[src/ffa_pkg.sv]
// ----------------------------------------------------------------------------
// ffa_pkg
// Shared types, constants and helpers for the first-fit two-resource allocator.
// ----------------------------------------------------------------------------
`default_nettype none

package ffa_pkg;

    localparam int NODE_COUNT = 128;
    localparam int NODE_W     = $clog2(NODE_COUNT);
    localparam int CNT_W      = $clog2(NODE_COUNT + 1);
    localparam int VAL_W      = 8;
    localparam int ENTRY_W    = 2 * VAL_W;

    // configuration register indexes
    localparam logic [1:0] CFG_CORE_CAP = 2'd0;
    localparam logic [1:0] CFG_MEM_CAP  = 2'd1;
    localparam logic [1:0] CFG_NODES    = 2'd2;

    localparam logic [VAL_W-1:0] CORE_CAP_RESET = 8'd24;
    localparam logic [VAL_W-1:0] MEM_CAP_RESET  = 8'd64;
    localparam logic [VAL_W-1:0] NODES_RESET    = 8'd128;

    // request codes
    localparam logic OP_ALLOC   = 1'b0;
    localparam logic OP_RELEASE = 1'b1;

    // result status codes
    localparam logic [1:0] STATUS_PLACED   = 2'd0;
    localparam logic [1:0] STATUS_NO_FIT   = 2'd1;
    localparam logic [1:0] STATUS_RELEASED = 2'd2;

    typedef struct packed {
        logic              op;
        logic [VAL_W-1:0]  demand_cores;
        logic [VAL_W-1:0]  demand_memory;
        logic [NODE_W-1:0] target_node;
    } in_t;

    typedef struct packed {
        logic [1:0]        status;
        logic [NODE_W-1:0] chosen_node;
        logic [VAL_W-1:0]  cores_left;
        logic [VAL_W-1:0]  memory_left;
    } out_t;

    typedef enum logic [2:0] {
        ST_IDLE,
        ST_SCAN,
        ST_REL_RD,
        ST_REL_WR,
        ST_DONE
    } state_t;

    typedef struct packed {
        logic load_req;
        logic scan;
        logic rel_rd;
        logic rel_wr;
        logic out_load;
    } cmd_t;

    typedef struct packed {
        logic in_op;
        logic hit;
        logic exhaust;
        logic out_free;
    } sts_t;

    // capacity minus used, floored at zero
    function automatic logic [VAL_W-1:0] free_amt(input logic [VAL_W-1:0] cap,
                                                  input logic [VAL_W-1:0] used);
        logic [VAL_W-1:0] res;
        res = (cap > used) ? (cap - used) : '0;
        return res;
    endfunction

endpackage

`default_nettype wire

[src/ffa_ram.sv]
// ----------------------------------------------------------------------------
// ffa_ram
// Generic single-write, single-read RAM with registered read data.
// ----------------------------------------------------------------------------
`default_nettype none

module ffa_ram #(
    parameter int WIDTH = 16,
    parameter int DEPTH = 128
) (
    input  wire logic                     clk,
    input  wire logic                     we,
    input  wire logic [$clog2(DEPTH)-1:0] waddr,
    input  wire logic [WIDTH-1:0]         wdata,
    input  wire logic                     re,
    input  wire logic [$clog2(DEPTH)-1:0] raddr,
    output logic      [WIDTH-1:0]         rdata
);

    logic [WIDTH-1:0] mem [DEPTH];

    always_ff @(posedge clk)
    begin
        if (we)
        begin
            mem[waddr] <= wdata;
        end
        if (re)
        begin
            rdata <= mem[raddr];
        end
    end

endmodule

`default_nettype wire

[src/ffa_ctrl.sv]
// ----------------------------------------------------------------------------
// ffa_ctrl
// Sequencer for the allocator: scan, release read/write and result hand-off.
// ----------------------------------------------------------------------------
`default_nettype none

module ffa_ctrl (
    input  wire logic          clk,
    input  wire logic          rst_n,
    input  wire logic          in_valid,
    output logic               in_ready,
    input  wire ffa_pkg::sts_t sts,
    output ffa_pkg::cmd_t      cmd
);

    ffa_pkg::state_t state_reg;
    ffa_pkg::state_t state_next;

    always_ff @(posedge clk or negedge rst_n)
    begin
        if (!rst_n)
        begin
            state_reg <= ffa_pkg::ST_IDLE;
        end
        else
        begin
            state_reg <= state_next;
        end
    end

    always_comb
    begin
        state_next = state_reg;
        case (state_reg)
            ffa_pkg::ST_IDLE:
            begin
                if (in_valid)
                begin
                    state_next = (sts.in_op == ffa_pkg::OP_RELEASE) ?
                                 ffa_pkg::ST_REL_RD : ffa_pkg::ST_SCAN;
                end
            end
            ffa_pkg::ST_SCAN:
            begin
                if (sts.hit || sts.exhaust)
                begin
                    state_next = ffa_pkg::ST_DONE;
                end
            end
            ffa_pkg::ST_REL_RD: state_next = ffa_pkg::ST_REL_WR;
            ffa_pkg::ST_REL_WR: state_next = ffa_pkg::ST_DONE;
            ffa_pkg::ST_DONE:
            begin
                if (sts.out_free)
                begin
                    state_next = ffa_pkg::ST_IDLE;
                end
            end
            default: state_next = ffa_pkg::ST_IDLE;
        endcase
    end

    always_comb
    begin
        cmd      = '0;
        in_ready = 1'b0;
        case (state_reg)
            ffa_pkg::ST_IDLE:
            begin
                in_ready     = 1'b1;
                cmd.load_req = in_valid;
            end
            ffa_pkg::ST_SCAN:   cmd.scan     = 1'b1;
            ffa_pkg::ST_REL_RD: cmd.rel_rd   = 1'b1;
            ffa_pkg::ST_REL_WR: cmd.rel_wr   = 1'b1;
            ffa_pkg::ST_DONE:   cmd.out_load = sts.out_free;
            default:
            begin
                cmd      = '0;
                in_ready = 1'b0;
            end
        endcase
    end

endmodule

`default_nettype wire

[src/ffa_dp.sv]
// ----------------------------------------------------------------------------
// ffa_dp
// Datapath: configuration, node usage store, fit check and output register.
// ----------------------------------------------------------------------------
`default_nettype none

module ffa_dp (
    input  wire logic          clk,
    input  wire logic          rst_n,
    input  wire logic          cfg_we,
    input  wire logic [1:0]    cfg_index,
    input  wire logic [7:0]    cfg_data,
    input  wire ffa_pkg::in_t  in_data,
    output ffa_pkg::out_t      out_data,
    output logic               out_valid,
    input  wire logic          out_ready,
    input  wire ffa_pkg::cmd_t cmd,
    output ffa_pkg::sts_t      sts
);

    localparam int NW = ffa_pkg::NODE_W;
    localparam int CW = ffa_pkg::CNT_W;
    localparam int VW = ffa_pkg::VAL_W;

    logic [VW-1:0] core_cap_reg, core_cap_next;
    logic [VW-1:0] mem_cap_reg,  mem_cap_next;
    logic [VW-1:0] nodes_reg,    nodes_next;

    ffa_pkg::in_t  req_reg, req_next;
    logic [CW-1:0] scan_addr_reg, scan_addr_next;
    logic [NW-1:0] chk_idx_reg, chk_idx_next;
    logic          chk_live_reg, chk_live_next;
    logic          vq_reg, vq_next;
    ffa_pkg::out_t res_reg, res_next;
    ffa_pkg::out_t out_reg, out_next;
    logic          out_valid_reg, out_valid_next;
    logic [ffa_pkg::NODE_COUNT-1:0] vld_reg, vld_next;

    logic [CW-1:0]               limit;
    logic                        issue;
    logic                        re;
    logic [NW-1:0]               raddr;
    logic                        we;
    logic [NW-1:0]               waddr;
    logic [ffa_pkg::ENTRY_W-1:0] wdata;
    logic [ffa_pkg::ENTRY_W-1:0] rdata;
    logic [VW-1:0]               used_c, used_m;
    logic [VW-1:0]               fc, fm;
    logic                        fit;
    logic [VW-1:0]               rel_c, rel_m;

    // config registers
    always_comb
    begin
        core_cap_next = core_cap_reg;
        mem_cap_next  = mem_cap_reg;
        nodes_next    = nodes_reg;
        if (cfg_we)
        begin
            case (cfg_index)
                ffa_pkg::CFG_CORE_CAP: core_cap_next = cfg_data;
                ffa_pkg::CFG_MEM_CAP:  mem_cap_next  = cfg_data;
                ffa_pkg::CFG_NODES:    nodes_next    = cfg_data;
                default: ;
            endcase
        end
    end

    // search window and read issue
    assign limit = (nodes_reg > VW'(ffa_pkg::NODE_COUNT)) ?
                   CW'(ffa_pkg::NODE_COUNT) : CW'(nodes_reg);
    assign issue = cmd.scan && (scan_addr_reg < limit);
    assign re    = issue || cmd.rel_rd;
    assign raddr = cmd.rel_rd ? req_reg.target_node : scan_addr_reg[NW-1:0];

    // entry never written reads as all zero
    assign used_c = vq_reg ? rdata[ffa_pkg::ENTRY_W-1:VW] : '0;
    assign used_m = vq_reg ? rdata[VW-1:0] : '0;
    assign fc     = ffa_pkg::free_amt(core_cap_reg, used_c);
    assign fm     = ffa_pkg::free_amt(mem_cap_reg, used_m);
    assign fit    = (fc >= req_reg.demand_cores) && (fm >= req_reg.demand_memory);

    assign rel_c = (used_c > req_reg.demand_cores) ? (used_c - req_reg.demand_cores) : '0;
    assign rel_m = (used_m > req_reg.demand_memory) ? (used_m - req_reg.demand_memory) : '0;

    assign sts.in_op    = in_data.op;
    assign sts.hit      = cmd.scan && chk_live_reg && fit;
    assign sts.exhaust  = cmd.scan && !issue && !chk_live_reg;
    assign sts.out_free = !out_valid_reg || out_ready;

    always_comb
    begin
        we    = 1'b0;
        waddr = chk_idx_reg;
        wdata = {used_c + req_reg.demand_cores, used_m + req_reg.demand_memory};
        if (cmd.rel_wr)
        begin
            we    = 1'b1;
            waddr = req_reg.target_node;
            wdata = {rel_c, rel_m};
        end
        else if (sts.hit)
        begin
            we = 1'b1;
        end
    end

    always_comb
    begin
        req_next       = req_reg;
        scan_addr_next = scan_addr_reg;
        chk_idx_next   = chk_idx_reg;
        chk_live_next  = chk_live_reg;
        vq_next        = vq_reg;
        res_next       = res_reg;
        out_next       = out_reg;
        out_valid_next = out_valid_reg;
        vld_next       = vld_reg;

        if (cmd.load_req)
        begin
            req_next       = in_data;
            scan_addr_next = '0;
            chk_live_next  = 1'b0;
        end
        if (cmd.scan)
        begin
            chk_live_next = issue;
            if (issue)
            begin
                scan_addr_next = scan_addr_reg + CW'(1);
                chk_idx_next   = scan_addr_reg[NW-1:0];
            end
        end
        if (re)
        begin
            vq_next = vld_reg[raddr];
        end
        if (we)
        begin
            vld_next[waddr] = 1'b1;
        end

        if (sts.hit)
        begin
            res_next.status      = ffa_pkg::STATUS_PLACED;
            res_next.chosen_node = chk_idx_reg;
            res_next.cores_left  = fc - req_reg.demand_cores;
            res_next.memory_left = fm - req_reg.demand_memory;
        end
        else if (sts.exhaust)
        begin
            res_next = '0;
            res_next.status = ffa_pkg::STATUS_NO_FIT;
        end
        else if (cmd.rel_wr)
        begin
            res_next.status      = ffa_pkg::STATUS_RELEASED;
            res_next.chosen_node = req_reg.target_node;
            res_next.cores_left  = ffa_pkg::free_amt(core_cap_reg, rel_c);
            res_next.memory_left = ffa_pkg::free_amt(mem_cap_reg, rel_m);
        end

        if (cmd.out_load)
        begin
            out_next       = res_reg;
            out_valid_next = 1'b1;
        end
        else if (out_ready)
        begin
            out_valid_next = 1'b0;
        end
    end

    always_ff @(posedge clk or negedge rst_n)
    begin
        if (!rst_n)
        begin
            core_cap_reg  <= ffa_pkg::CORE_CAP_RESET;
            mem_cap_reg   <= ffa_pkg::MEM_CAP_RESET;
            nodes_reg     <= ffa_pkg::NODES_RESET;
            scan_addr_reg <= '0;
            chk_live_reg  <= 1'b0;
            out_valid_reg <= 1'b0;
            vld_reg       <= '0;
        end
        else
        begin
            core_cap_reg  <= core_cap_next;
            mem_cap_reg   <= mem_cap_next;
            nodes_reg     <= nodes_next;
            scan_addr_reg <= scan_addr_next;
            chk_live_reg  <= chk_live_next;
            out_valid_reg <= out_valid_next;
            vld_reg       <= vld_next;
        end
    end

    always_ff @(posedge clk)
    begin
        req_reg     <= req_next;
        chk_idx_reg <= chk_idx_next;
        vq_reg      <= vq_next;
        res_reg     <= res_next;
        out_reg     <= out_next;
    end

    ffa_ram #(
        .WIDTH (ffa_pkg::ENTRY_W),
        .DEPTH (ffa_pkg::NODE_COUNT)
    ) u_usage_ram (
        .clk   (clk),
        .we    (we),
        .waddr (waddr),
        .wdata (wdata),
        .re    (re),
        .raddr (raddr),
        .rdata (rdata)
    );

    assign out_data  = out_reg;
    assign out_valid = out_valid_reg;

endmodule

`default_nettype wire

[src/first_fit_two_resource_allocator_core.sv]
// ----------------------------------------------------------------------------
// first_fit_two_resource_allocator_core
// First-fit placement of core/memory demands over a pool of worker nodes.
// ----------------------------------------------------------------------------
//  channel   dir   handshake             payload
//  in        in    in_valid / in_ready   ffa_pkg::in_t  in_data
//  out       out   out_valid / out_ready ffa_pkg::out_t out_data
//  cfg       in    cfg_we                cfg_index, cfg_data
//
//  allocate: the usage ram is read node by node from node 0 up, and the first node
//  with room for both demands is chosen; a miss searches min(nodes_in_use, 128)
//  nodes, one usage-ram read per node.
//  release: read, update, result. one transaction in flight at a time.
//  reset clears per-node valid bits at once, so no clearing pass is needed.
//  a stalled result waits in the output register while the next request is taken.
// ----------------------------------------------------------------------------
`default_nettype none

module first_fit_two_resource_allocator_core (
    input  wire logic          clk,
    input  wire logic          rst_n,
    input  wire logic          cfg_we,
    input  wire logic [1:0]    cfg_index,
    input  wire logic [7:0]    cfg_data,
    input  wire logic          in_valid,
    output logic               in_ready,
    input  wire ffa_pkg::in_t  in_data,
    output logic               out_valid,
    input  wire logic          out_ready,
    output ffa_pkg::out_t      out_data
);

    ffa_pkg::cmd_t cmd;
    ffa_pkg::sts_t sts;

    ffa_ctrl u_ctrl (
        .clk      (clk),
        .rst_n    (rst_n),
        .in_valid (in_valid),
        .in_ready (in_ready),
        .sts      (sts),
        .cmd      (cmd)
    );

    ffa_dp u_dp (
        .clk       (clk),
        .rst_n     (rst_n),
        .cfg_we    (cfg_we),
        .cfg_index (cfg_index),
        .cfg_data  (cfg_data),
        .in_data   (in_data),
        .out_data  (out_data),
        .out_valid (out_valid),
        .out_ready (out_ready),
        .cmd       (cmd),
        .sts       (sts)
    );

endmodule

`default_nettype wire

[config.mk]
export PLATFORM = sky130hd
export DESIGN_NAME = first_fit_two_resource_allocator_core
export DESIGN_NICKNAME = d
export VERILOG_FILES = /design/src/ffa_pkg.sv /design/src/ffa_ram.sv /design/src/ffa_ctrl.sv /design/src/ffa_dp.sv /design/src/first_fit_two_resource_allocator_core.sv
export SDC_FILE = /design/constraint.sdc
export NUM_CORES = 2
export LEC_CHECK = 0
export BUFFER_PORTS_ARGS = -buffer_cell sky130_fd_sc_hd__buf_2
export CAP_MARGIN = 15
export CORE_AREA = 4 4 409 411
export DETAILED_ROUTE_END_ITERATION = 8
export DIE_AREA = 0 0 413 415
export PLACE_DENSITY = 0.75
export SLEW_MARGIN = 20
export SYNTH_ARGS = -nofsm -noshare
export SYNTH_HDL_FRONTEND = slang
export SYNTH_HIERARCHICAL = 1
export SYNTH_SLANG_ARGS = --single-unit
[constraint.sdc]
create_clock -name clk -period 8.8 [get_ports clk]
set_clock_uncertainty 0.15 [all_clocks]
set_input_delay 2.2 -clock clk [delete_from_list [all_inputs] [get_ports clk]]
set_output_delay 2.2 -clock clk [all_outputs]
set_load 0.005 [all_outputs]
==> results.sh <==
export IMPL_dpl_hpwl_mm=129
export IMPL_period_share=0.860
export IMPL_async_flop_share=0.0714
export IMPL_avgSynthCellArea_um2=20.9
export IMPL_core_area_um2=164000
export IMPL_ys_warn_count=6
export IMPL_cts_hold_buf=0
export IMPL_status="finished clean"
export IMPL_drv_slew=0
export IMPL_firstDrtPassIters=6
export IMPL_cts_made_buffers=221
export IMPL_wl_mm=225
export IMPL_overflow=0
export IMPL_synth_most_common_cell="edfxtp_1"
export IMPL_cp_max_fo=26
export IMPL_whs_ps=268
export IMPL_cp_start_kind="flip-flop"
export IMPL_fmax_mhz=132
export IMPL_grt_pass1_wl_mm=330
export IMPL_cts_sinks=2310
export IMPL_areaGrowthSynthToFinish_pct=12.3
export IMPL_setup_viol=0
export IMPL_yosys_area_top_type="edfxtp_1"
export IMPL_switching_share=0.357
export IMPL_p_sw_mw=14.7
export IMPL_ioPinCount=66
export IMPL_setup_worst_path_start="u_dp/vq_reg"
export IMPL_post_cts_buffers=0
export IMPL_stdcell_area_um2=104000
export IMPL_synth_ff_latch_count=2310
export IMPL_root_buffer="clkbuf_16"
export IMPL_synth_distinct_cells=76
export IMPL_gp_congestion=0.857
export IMPL_ir_worst_vdd_uv=453
export IMPL_maxCapViolCount=0
export IMPL_power_leakage_nw=33.8
export IMPL_numPortBuffers=65
export IMPL_min_delay_start="u_dp/res_reg[14]"
export IMPL_multi_input_area_um2=23200
export IMPL_combinationalPowerShare=0.378
export IMPL_cts_resized=0
export IMPL_path_class="flip-flop to flip-flop"
export IMPL_num_vias=47300
export IMPL_fill_cells=10700
export IMPL_avgViaCountPerCell=6.67
export IMPL_cellPowerDensity_nw_per_um2=397
export IMPL_slew_headroom=0.222
export IMPL_rsz0062_at_grt="no"
export IMPL_synth_common_cells="edfxtp_1, mux4_2, nor2_1, nand2_1, dfrtp_1"
export IMPL_antenna_found_initial=14
export IMPL_synth_top_cell_area_share=0.694
export IMPL_power_frac_clock=0.226
export IMPL_cp_required_ps=9220
export IMPL_drtIter0Drc=7688
export IMPL_fp_row_count=149
export IMPL_largest_register_ffs=2048
export IMPL_synth_ff_type="edfxtp_1"
export IMPL_dieArea_um2=171000
export IMPL_wl_per_cell_um=31.7
export IMPL_fin_crit_ps=7570
export IMPL_die_w_um=413
export IMPL_placed_cell_area_um2=96900
export IMPL_initial_utilization=0.565
export IMPL_htree_num_levels=4
export IMPL_seq_power_share=0.396
export IMPL_syn_instance_count=4441
export IMPL_r2r_start="u_dp/vq_reg"
export IMPL_seq_area_um2=68500
export IMPL_grt_pass1_vias=46500
export IMPL_yosysSeqAreaShare=0.739
export IMPL_synth_edf_count=2143
export IMPL_clkLatencyLatePin_ps=870
export IMPL_grt_usage=0.265
export IMPL_final_nets=4840
export IMPL_drive_above_1_share=0.304
export IMPL_tightest_slew_ps=1170
export IMPL_die_y_um=415
export IMPL_end_kind="flip-flop"
export IMPL_p_int_mw=26.6
export IMPL_cts_tree="built"
export IMPL_syn_area_um2=92800
export IMPL_syn_nets=4566
export IMPL_cp_arrival_ps=7990
export IMPL_grt_start_max_net_pins=146
export IMPL_ant_nets=0
export IMPL_hold_class="flip-flop to flip-flop"
export IMPL_route_detailed_drc=0
export IMPL_clk_path_buf_depth=3
export IMPL_hold_violations=0
export IMPL_ys_top_cells_by_area="edfxtp_1, mux4_2, dfrtp_1"
export IMPL_final_setup_tns_ps=0
export IMPL_path_clk_slew_ps=60
==> stage by stage <==
step                      worst slack [ps]  std cells  utilization  total power [mW]
final                                 1230       7093        0.635              41.3
after global routing                   836       7088        0.635              42.8
after CTS                             1290       7085        0.635              41.3
after detailed placement              1380       6678        0.591              31.9
after global placement                1560       6677        0.591              31.5
after floorplan                        707       4441            -              26.4
==> worst max-delay path: stages, from the launching register on <==
cell,delay [ps]
edfxtp_1,960
nand2_1,330
inv_1,210
fa_1,210
nor2b_1,60
o21ai_0,200
a21oi_1,130
o21ai_0,210
a21boi_0,180
o31ai_1,830
nor3_1,110
ha_1,400
a21o_1,130
a21oi_1,90
o21ai_1,220
o21a_1,230
o21ai_1,150
o21ai_4,390
nor2b_1,400
nand2_2,600
nor2_1,790
buf_4,310
==> cells by family after synthesis <==
| group | count (synthesis) | share of synthesized area |
|---|---|---|
| AOI/OAI and AO/OA | 345 | 0.0282 |
| xor gates and xnor gates | 48 | 0.00453 |
| adders and majority gates | 89 | 0.0127 |
| buffers and inverters | 307 | 0.0140 |
| DFF | 2310 | 0.739 |
| muxes | 755 | 0.173 |
| and+or+nand+nor | 587 | 0.0285 |
==> routing by layer <==
metal,vias up,part of all wire,global-route usage
met5,-,0.00018,0
li1,19000,-,-
met1,24900,0.38,0.400
met2,3016,0.47,0.402
met4,8,0.032,0.0754
met3,402,0.11,0.0535
==> layout make-up <==
class / count / share of cell area
clock buffer: 276 / 0.0562
inverter: 85 / 0.00333
tap: 2189 / 0.0263
sequential: 2310 / 0.658
timing repair buffer: 273 / 0.0210
antenna: 5 / 0.000120
multi-input combinational: 1824 / 0.223
clock inverter: 131 / 0.0127
==> power by group through the flow <==
stage	clock (mW)	combinational, mW	sequential (mW)
2_1_floorplan	0	9.17	17.2
3_3_place_gp	0	14.9	16.6
3_5_place_dp	0	15.3	16.6
4_1_cts	9.47	15.4	16.4
5_1_grt	9.97	16.4	16.4
6_report	9.32	15.6	16.4
==> cell usage in the layout, fill, tap and decap left out, types with 47 or more instances in the layout <==
master	Yosys	layout
clkbuf_16	0	224
mux4_2	676	676
nor2_1	191	190
a31o_2	134	133
edfxtp_1	2143	2143
buf_4	7	186
ha_1	76	76
dfrtp_1	161	161
inv_1	82	79
buf_2	71	64
nand2_1	187	185
clkbuf_1	107	47
nand3_1	68	67
clkinv_1	1	50
==> path summary, 6_finish.rpt <==
path | slack (ps) | endpoint | depth (start not counted)
worst max-delay path | 1230 | u_dp/u_usage_ram/mem[40][1] | 21
min in group asynchronous | 1290 | u_dp/vld_reg[27] | 1
worst max register to register | 1230 | u_dp/u_usage_ram/mem[40][1] | 21
worst min register to register | 270 | u_dp/out_data[14] | 0
worst min-delay path | 270 | u_dp/out_data[14] | 0
max in group asynchronous | 5700 | u_dp/vld_reg[120] | 2
No activity file was read; power rests on OpenSTA's default activity.
